<file path="src/asc_pkg.sv">
// Shared types and constants of the alphabet shift cipher.
`timescale 1ns / 1ps
`default_nettype none

package asc_pkg;

  localparam int unsigned DEF_SIZE  = 64;
  localparam int unsigned SYM_W     = 8;
  localparam int unsigned POS_W     = 6;
  localparam int unsigned ASIZE_W   = 7;
  localparam int unsigned SHIFT_W   = 16;
  localparam int unsigned CFG_IDX_W = 1;

  typedef enum logic [1:0] {
    OP_ADD   = 2'd0,
    OP_CODE  = 2'd1,
    OP_QUERY = 2'd2,
    OP_CLEAR = 2'd3
  } op_e;

  typedef enum logic [1:0] {
    STAT_OK      = 2'd0,
    STAT_FULL    = 2'd1,
    STAT_MISSING = 2'd2
  } status_e;

  localparam logic [CFG_IDX_W-1:0] CFG_SHIFT = 1'b0;
  localparam logic [CFG_IDX_W-1:0] CFG_DIR   = 1'b1;

endpackage

`default_nettype wire

</file>
<file path="src/alphabet_shift_cipher_core.sv">
// Shift cipher over a custom ordered alphabet held in a symbol memory.
`timescale 1ns / 1ps
`default_nettype none

// The alphabet lives in a SIZE x 8 memory with a registered read.
// Add, code and query scan the held symbols one entry per cycle. Code, on a
// hit, then reduces the key modulo count in 16 restoring steps (one key bit
// per cycle), where count is the number of symbols held, and reads the target
// entry through an address state and a read state. Clear and add to a full
// alphabet go straight to the output state. One item is in work at a time; a
// finished beat waits in the output register while the next item is accepted,
// and a result that finds the output register still stalled waits with the
// input stalled behind it.
// Configuration has no wait states and is to be written only while the block
// is idle.
module alphabet_shift_cipher_core
  import asc_pkg::*;
#(
  parameter int unsigned SIZE = DEF_SIZE
) (
  input  wire                    clk_i,
  input  wire                    rst_ni,
  input  wire                    cfg_valid_i,
  output logic                   cfg_ready_o,
  input  wire  [CFG_IDX_W-1:0]   cfg_index_i,
  input  wire  [SHIFT_W-1:0]     cfg_data_i,
  input  wire                    in_valid_i,
  output logic                   in_stall_o,
  input  wire  [1:0]             op_i,
  input  wire  [SYM_W-1:0]       symbol_i,
  output logic                   out_valid_o,
  input  wire                    out_stall_i,
  output logic [SYM_W-1:0]       out_symbol_o,
  output logic [POS_W-1:0]       position_o,
  output logic [ASIZE_W-1:0]     alphabet_size_o,
  output logic [1:0]             status_o
);

  localparam int unsigned CntW  = $clog2(SIZE + 1);
  localparam int unsigned IdxW  = (SIZE > 1) ? $clog2(SIZE) : 1;
  localparam int unsigned ModCW = $clog2(SHIFT_W);
  localparam logic [CntW-1:0]  SizeCnt  = CntW'(SIZE);
  localparam logic [ModCW-1:0] ModLast  = ModCW'(SHIFT_W - 1);

  localparam logic [2:0] S_IDLE   = 3'd0;
  localparam logic [2:0] S_SEARCH = 3'd1;
  localparam logic [2:0] S_MOD    = 3'd2;
  localparam logic [2:0] S_ADDR   = 3'd3;
  localparam logic [2:0] S_RD     = 3'd4;
  localparam logic [2:0] S_FIN    = 3'd5;

  // Control state.
  logic [2:0]         state_q, state_d;
  logic [CntW-1:0]    count_q, count_d;
  logic [CntW-1:0]    issue_q, issue_d;
  logic               cmp_vld_q, cmp_vld_d;
  logic [ModCW-1:0]   mod_cnt_q, mod_cnt_d;
  logic               out_valid_q, out_valid_d;
  logic [SHIFT_W-1:0] shift_q;
  logic               dir_q;

  // Payload registers.
  op_e                op_q, op_d;
  logic [SYM_W-1:0]   sym_q, sym_d;
  logic [IdxW-1:0]    cmp_idx_q, cmp_idx_d;
  logic [IdxW-1:0]    res_pos_q, res_pos_d;
  status_e            res_stat_q, res_stat_d;
  logic [SYM_W-1:0]   res_sym_q, res_sym_d;
  logic [CntW-1:0]    rem_q, rem_d;
  logic [SHIFT_W-1:0] div_q, div_d;
  logic [SYM_W-1:0]   out_sym_q, out_sym_d;
  logic [POS_W-1:0]   out_pos_q, out_pos_d;
  logic [ASIZE_W-1:0] out_size_q, out_size_d;
  status_e            out_stat_q, out_stat_d;

  // Symbol memory.
  logic [SYM_W-1:0]   mem [SIZE];
  logic [SYM_W-1:0]   mem_rdata_q;
  logic               rd_en, wr_en;
  logic [IdxW-1:0]    rd_addr, wr_addr;

  logic               in_acc, hit, out_free;
  logic [CntW:0]      mod_trial, key_sum, key_idx;

  assign cfg_ready_o = 1'b1;
  assign in_stall_o  = (state_q != S_IDLE);
  assign in_acc      = in_valid_i && !in_stall_o;
  assign out_free    = !out_valid_q || !out_stall_i;
  assign hit         = cmp_vld_q && (mem_rdata_q == sym_q);

  // One restoring step of the key reduction modulo the symbol count.
  assign mod_trial = {rem_q, div_q[SHIFT_W-1]};

  // The key is already below count and so is the position: one correction.
  always_comb begin
    if (dir_q) begin
      key_sum = (CntW+1)'(res_pos_q) + {1'b0, rem_q};
    end else begin
      key_sum = (CntW+1)'(res_pos_q) + {1'b0, count_q} - {1'b0, rem_q};
    end
    if (key_sum >= {1'b0, count_q}) begin
      key_idx = key_sum - {1'b0, count_q};
    end else begin
      key_idx = key_sum;
    end
  end

  always_comb begin
    state_d     = state_q;
    count_d     = count_q;
    issue_d     = issue_q;
    cmp_vld_d   = 1'b0;
    mod_cnt_d   = mod_cnt_q;
    out_valid_d = out_valid_q;
    op_d        = op_q;
    sym_d       = sym_q;
    cmp_idx_d   = cmp_idx_q;
    res_pos_d   = res_pos_q;
    res_stat_d  = res_stat_q;
    res_sym_d   = res_sym_q;
    rem_d       = rem_q;
    div_d       = div_q;
    out_sym_d   = out_sym_q;
    out_pos_d   = out_pos_q;
    out_size_d  = out_size_q;
    out_stat_d  = out_stat_q;
    rd_en       = 1'b0;
    rd_addr     = issue_q[IdxW-1:0];
    wr_en       = 1'b0;
    wr_addr     = count_q[IdxW-1:0];

    if (out_valid_q && !out_stall_i) begin
      out_valid_d = 1'b0;
    end

    unique case (state_q)
      S_IDLE: begin
        if (in_acc) begin
          op_d       = op_e'(op_i);
          sym_d      = symbol_i;
          res_pos_d  = '0;
          res_sym_d  = '0;
          res_stat_d = STAT_OK;
          issue_d    = '0;
          case (op_e'(op_i))
            OP_CLEAR: begin
              count_d = '0;
              state_d = S_FIN;
            end
            OP_ADD: begin
              if (count_q >= SizeCnt) begin
                res_stat_d = STAT_FULL;
                state_d    = S_FIN;
              end else begin
                state_d = S_SEARCH;
              end
            end
            default: begin
              state_d = S_SEARCH;
            end
          endcase
        end
      end

      // Reads run one entry ahead of the compare on the registered data.
      S_SEARCH: begin
        if (hit) begin
          res_pos_d = cmp_idx_q;
          if (op_q == OP_CODE) begin
            rem_d     = '0;
            div_d     = shift_q;
            mod_cnt_d = '0;
            state_d   = S_MOD;
          end else begin
            state_d = S_FIN;
          end
        end else if (issue_q < count_q) begin
          rd_en     = 1'b1;
          cmp_vld_d = 1'b1;
          cmp_idx_d = issue_q[IdxW-1:0];
          issue_d   = issue_q + 1'b1;
        end else if (!cmp_vld_q) begin
          if (op_q == OP_ADD) begin
            wr_en     = 1'b1;
            res_pos_d = count_q[IdxW-1:0];
            count_d   = count_q + 1'b1;
          end else begin
            res_stat_d = STAT_MISSING;
          end
          state_d = S_FIN;
        end
      end

      S_MOD: begin
        if (mod_trial >= {1'b0, count_q}) begin
          rem_d = CntW'(mod_trial - {1'b0, count_q});
        end else begin
          rem_d = CntW'(mod_trial);
        end
        div_d     = div_q << 1;
        mod_cnt_d = mod_cnt_q + 1'b1;
        if (mod_cnt_q == ModLast) begin
          state_d = S_ADDR;
        end
      end

      S_ADDR: begin
        rd_en   = 1'b1;
        rd_addr = key_idx[IdxW-1:0];
        state_d = S_RD;
      end

      S_RD: begin
        res_sym_d = mem_rdata_q;
        state_d   = S_FIN;
      end

      S_FIN: begin
        if (out_free) begin
          out_valid_d = 1'b1;
          out_sym_d   = res_sym_q;
          out_pos_d   = POS_W'(res_pos_q);
          out_size_d  = ASIZE_W'(count_q);
          out_stat_d  = res_stat_q;
          state_d     = S_IDLE;
        end
      end

      default: begin
        state_d = S_IDLE;
      end
    endcase
  end

  always_ff @(posedge clk_i or negedge rst_ni) begin
    if (!rst_ni) begin
      state_q     <= S_IDLE;
      count_q     <= '0;
      issue_q     <= '0;
      cmp_vld_q   <= 1'b0;
      mod_cnt_q   <= '0;
      out_valid_q <= 1'b0;
      shift_q     <= '0;
      dir_q       <= 1'b1;
    end else begin
      state_q     <= state_d;
      count_q     <= count_d;
      issue_q     <= issue_d;
      cmp_vld_q   <= cmp_vld_d;
      mod_cnt_q   <= mod_cnt_d;
      out_valid_q <= out_valid_d;
      if (cfg_valid_i && cfg_ready_o) begin
        unique case (cfg_index_i)
          CFG_SHIFT: shift_q <= cfg_data_i;
          CFG_DIR:   dir_q   <= cfg_data_i[0];
          default:   ;
        endcase
      end
    end
  end

  always_ff @(posedge clk_i) begin
    op_q       <= op_d;
    sym_q      <= sym_d;
    cmp_idx_q  <= cmp_idx_d;
    res_pos_q  <= res_pos_d;
    res_stat_q <= res_stat_d;
    res_sym_q  <= res_sym_d;
    rem_q      <= rem_d;
    div_q      <= div_d;
    out_sym_q  <= out_sym_d;
    out_pos_q  <= out_pos_d;
    out_size_q <= out_size_d;
    out_stat_q <= out_stat_d;
  end

  always_ff @(posedge clk_i) begin
    if (wr_en) begin
      mem[wr_addr] <= sym_q;
    end
  end

  always_ff @(posedge clk_i) begin
    if (rd_en) begin
      mem_rdata_q <= mem[rd_addr];
    end
  end

  assign out_valid_o     = out_valid_q;
  assign out_symbol_o    = out_sym_q;
  assign position_o      = out_pos_q;
  assign alphabet_size_o = out_size_q;
  assign status_o        = out_stat_q;

endmodule

`default_nettype wire

</file>
<file path="config.mk">
export PLATFORM = sky130hd
export DESIGN_NAME = alphabet_shift_cipher_core
export DESIGN_NICKNAME = d
export VERILOG_FILES = /design/src/asc_pkg.sv /design/src/alphabet_shift_cipher_core.sv
export SDC_FILE = /design/constraint.sdc
export NUM_CORES = 1
export LEC_CHECK = 0
export ABC_AREA = 1
export BUFFER_PORTS_ARGS = -buffer_cell sky130_fd_sc_hd__buf_4
export CAP_MARGIN = 5
export CORE_ASPECT_RATIO = 0.9
export CORE_UTILIZATION = 35
export CTS_CLUSTER_DIAMETER = 60
export CTS_CLUSTER_SIZE = 16
export DETAILED_ROUTE_END_ITERATION = 10
export SYNTH_ARGS = -nofsm -noshare
export SYNTH_HDL_FRONTEND = slang
export SYNTH_SLANG_ARGS = --single-unit
</file>
<file path="constraint.sdc">
create_clock -name clk_i -period 5.25 [get_ports clk_i]
set_input_delay 1.05 -clock clk_i [delete_from_list [all_inputs] [get_ports clk_i]]
set_output_delay 1.05 -clock clk_i [all_outputs]
set_load 0.02 [all_outputs]
</file>
==> flow_summary_export.csv <==
group,metric,value,unit
run_status,status,"complete, no violations",
timing,period_share,94.9,%
routing,drt_wl_total,80200,um
worst_setup_path,r2r_slack,0.27,ns
floorplanning,rows,100,
power_and_ir_drop,power.net_switching,4.79,mW
placed_design,gp_congestion,0.866,
floorplanning,start_util,35.4,%
cts,clk_pin_slew,0.08,ns
yosys,mappedNetlistNets,2807,
layout,seqCellArea,19000,um^2
global_route,grt_use_total,18.6,%
cts,hold_buffers,0,
worst_setup_path,cp_top_family,"simple AND/OR/NAND/NOR gates",
layout,most-common-layout-cells,"edfxtp_1, nand3_1, nand2_1",
routing,drtIter0Drc,2389,
timing,setup_ws,0.267,ns
worst_setup_path,worstReg2RegEnd,"mem_rdata_q[7]",
yosys,synth-edff-count,598,
worst_setup_path,path_max_fanout,49,
power_and_ir_drop,power_frac_seq,44.3,%
layout,final_common_cell,"edfxtp_1",
global_route,antenna_found_initial,0,
timing,worstMarginPinSlew,1.19,ns
worst_setup_path,r2r_cells,27,
power_and_ir_drop,p_sw_share,34.2,%
placed_design,io_buffer_count,56,
min_path,worstHoldStart,"res_sym_q[1]",
cts,clock-sinks,638,
layout,syn2layout_area_growth,12.1,%
yosys,avgSynthCellArea,10.8,um^2
floorplanning,coreArea,83000,um^2
cts,clockBufferDepth,3,
cts,cts_buffers,51,
placed_design,place_hpwl,48400,um
worst_setup_path,crit_path_frequent_cell,"nand3_1",
cts,clk_latency,0.62,ns
yosys,netlist_area,29400,um^2
min_path,holdPathStages,0,
worst_setup_path,cp-end-kind,"flop",
timing,hold_viol,0,
power_and_ir_drop,p_per_area,426,nW/um^2
worst_setup_path,crit_slowest_cell,"fa_1",
power_and_ir_drop,p_leak,12.9,nW
cts,cts_tree,"built",
timing,finalWorstPathRequiredPeriod,4.98,ns
routing,ant_nets,0,
yosys,ys_ff_latch,638,
placed_design,dpl.cell_count,3826,
flow_run,max_cap_violations,0,
placed_design,dpl_cell_area,31300,um^2
global_route,grt.overflow.total,0,
floorplanning,die_h,277,um
yosys,synthCells,2725,
timing,clock_skew,0.0219,ns
global_route,grt_pass1_vias,19059,
timing,maxSlewHeadroom,20.5,%
worst_setup_path,cp_num_buf_inv,7,
power_and_ir_drop,p_clk_share,27.1,%
layout,antennaDiodeCount,0,
layout,nNetsFinal,2846,
routing,avgRoutedWirePerCell,20.5,um
power_and_ir_drop,p_comb_share,28.6,%
worst_setup_path,critPathLaunchType,"flop",
yosys,synth-main-ff-cell,"edfxtp_1",
worst_setup_path,worstReg2RegStart,"count_q[3]",
routing,vias_per_cell,5.13,
layout,drive_above_1_share,8.87,%
layout,post-route-util,39.7,%
floorplanning,dieArea,85100,um^2
worst_setup_path,arrival,5.35,ns
worst_setup_path,critPathMaxStageDelay,0.54,ns
worst_setup_path,cp_data_required_time,5.62,ns
min_path,holdPathEnd,"out_symbol_o[1]",
layout,nFillCells,7927,
cts,htreeDepth,2,
timing,setup_viol,0,
routing,remaining_drc_errors,0,
power_and_ir_drop,peakVddDrop,0.365,mV
power_and_ir_drop,design_power_total,14.0,mW
timing,max_freq,201,MHz
timing,slew_viol_final,0,
power_and_ir_drop,intPower,9.22,mW
routing,num_vias,20086,
worst_setup_path,worstSetupPathType,"reg2reg",
floorplanning,ioPinCount,58,
yosys,synth-async-reset-ratio,6.27,%
layout,multi_input_area,8340,um^2
floorplanning,die_x,307,um
yosys,yosysWarnings,0,
routing,dr.pass1.iters,5,
min_path,hold_class,"reg2reg",
yosys,seq_area_frac_synth,64.5,%
placed_design,place_ws,0.230,ns
layout,stdcell_area,32900,um^2
layout,final_cells,3918,
global_route,grt_pass1_wl,121000,um
cts,cts_root_buffer,"clkbuf_16",
yosys,ys_types,52,
global_route,grt_max_degree,110,
==> state kept, by name (all words and copies together) (netlist names), 3 cells and up <==
signal / cells
cmp_idx_q: 6
issue_q: 7
shift_q: 16
res_pos_q: 6
mem: 512
mem_rdata_q: 8
res_sym_q: 8
alphabet_size_o: 7
rem_q: 7
div_q: 16
out_symbol_o: 8
count_q: 7
sym_q: 8
position_o: 6
mod_cnt_q: 4
state_q: 3
==> per-layer routing <==
metal / wire length, um / track usage, % / vias to the layer above
met3: 7400 / 3.28 / 103
met5: 0 / 0 / -
li1: - / - / 9384
met2: 35700 / 27.8 / 879
met1: 35700 / 28.0 / 9720
met4: 1490 / 4.39 / 0
==> power groups by stage <==
stage	combinational (mW)	sequential [mW]	clock [mW]
6_report	4.01	6.21	3.79
2_1_floorplan	2.43	6.40	0
3_3_place_gp	3.88	6.32	0
5_1_grt	4.40	6.23	4.01
4_1_cts	3.91	6.21	3.85
3_5_place_dp	3.90	6.31	0
==> what timing repair did <==
| action | in CTS | in global routing |
|---|---|---|
| resized for setup | 0 | 8 |
| setup buffers | 0 | 6 |
| setup endpoints to repair | 0 | 8 |
==> stage by stage <==
step	hold WS, ns	TNS (ns)
6_report	0.421	0
4_1_cts	0.422	0
3_5_place_dp	0.405	0
5_1_grt	0.428	-0.000844
3_3_place_gp	0.402	0
2_1_floorplan	0.400	0
==> cells by family (layout without fill, tap and decap cells) <==
group                    after synthesis  after routing  share of synthesized area (%)
AO/OA/AOI/OAI                        103            103                           2.05
XOR/XNOR                              13             13                          0.388
adder cells (fa/ha/maj)               50             50                           2.36
buffers and inverters                535            605                           7.42
flip-flops                           638            638                           64.5
multiplexers                          15             15                          0.575
other                                  1              1                         0.0128
AND/OR/NAND/NOR                     1370           1371                           22.6
==> cell usage after synthesis (7+ instances only) <==
library cell	n	area, um^2
ha_1	41	513
a21oi_1	37	185
nor2_1	111	417
nand3_1	578	2890
inv_1	382	1430
clkbuf_1	20	75.1
mux2_2	15	169
nor3_1	20	100
edfxtp_1	598	18000
dfrtp_1	39	976
buf_1	15	56.3
buf_2	96	480
nand2_1	454	1700
o21ai_0	38	190
inv_2	7	26.3
xor2_1	10	87.6
nand3b_1	180	1350
fa_1	9	180
buf_4	12	90.1
==> worst max path at each step <==
stage | end | slack [ns] | start | cells after the start
CTS | mem_rdata_q[5] | 0.20 | rem_q[1] | 24
finish | mem_rdata_q[7] | 0.27 | count_q[3] | 27
global placement | mem_rdata_q[5] | 0.21 | res_pos_q[0] | 29
floorplan | mem_rdata_q[5] | 0.88 | count_q[3] | 29
detailed placement | mem_rdata_q[2] | 0.23 | rem_q[1] | 24
global route | mem_rdata_q[1] | -0.0008 | rem_q[0] | 26
==> final cells by class <==
class / instances / share of cell area (%)
multi-input combinational: 1553 / 25.3
sequential: 638 / 57.6
clock buffer: 67 / 4.06
inverter: 391 / 4.47
tap: 1122 / 4.27
timing repair buffer: 129 / 3.67
clock inverter: 18 / 0.601
==> worst reg2reg max path: stages, from the launching register on <==
cell	delay, ns
dfrtp_1	0.35
clkinv_1	0.11
fa_1	0.54
inv_1	0.04
ha_1	0.34
inv_1	0.08
o31ai_2	0.30
and2_4	0.22
nor2_1	0.04
inv_1	0.04
a21oi_1	0.06
nand2_1	0.07
nand2_1	0.04
o21ai_0	0.14
inv_1	0.07
ha_1	0.32
a21oi_4	0.21
nand3_1	0.16
nand3_4	0.14
buf_12	0.19
buf_16	0.26
nand3b_1	0.13
nand3_1	0.12
nand3_1	0.09
nand3_1	0.15
nand3_1	0.20
nand3_1	0.24
nand2_1	0.08
No activity file was read; power rests on OpenSTA's default activity.
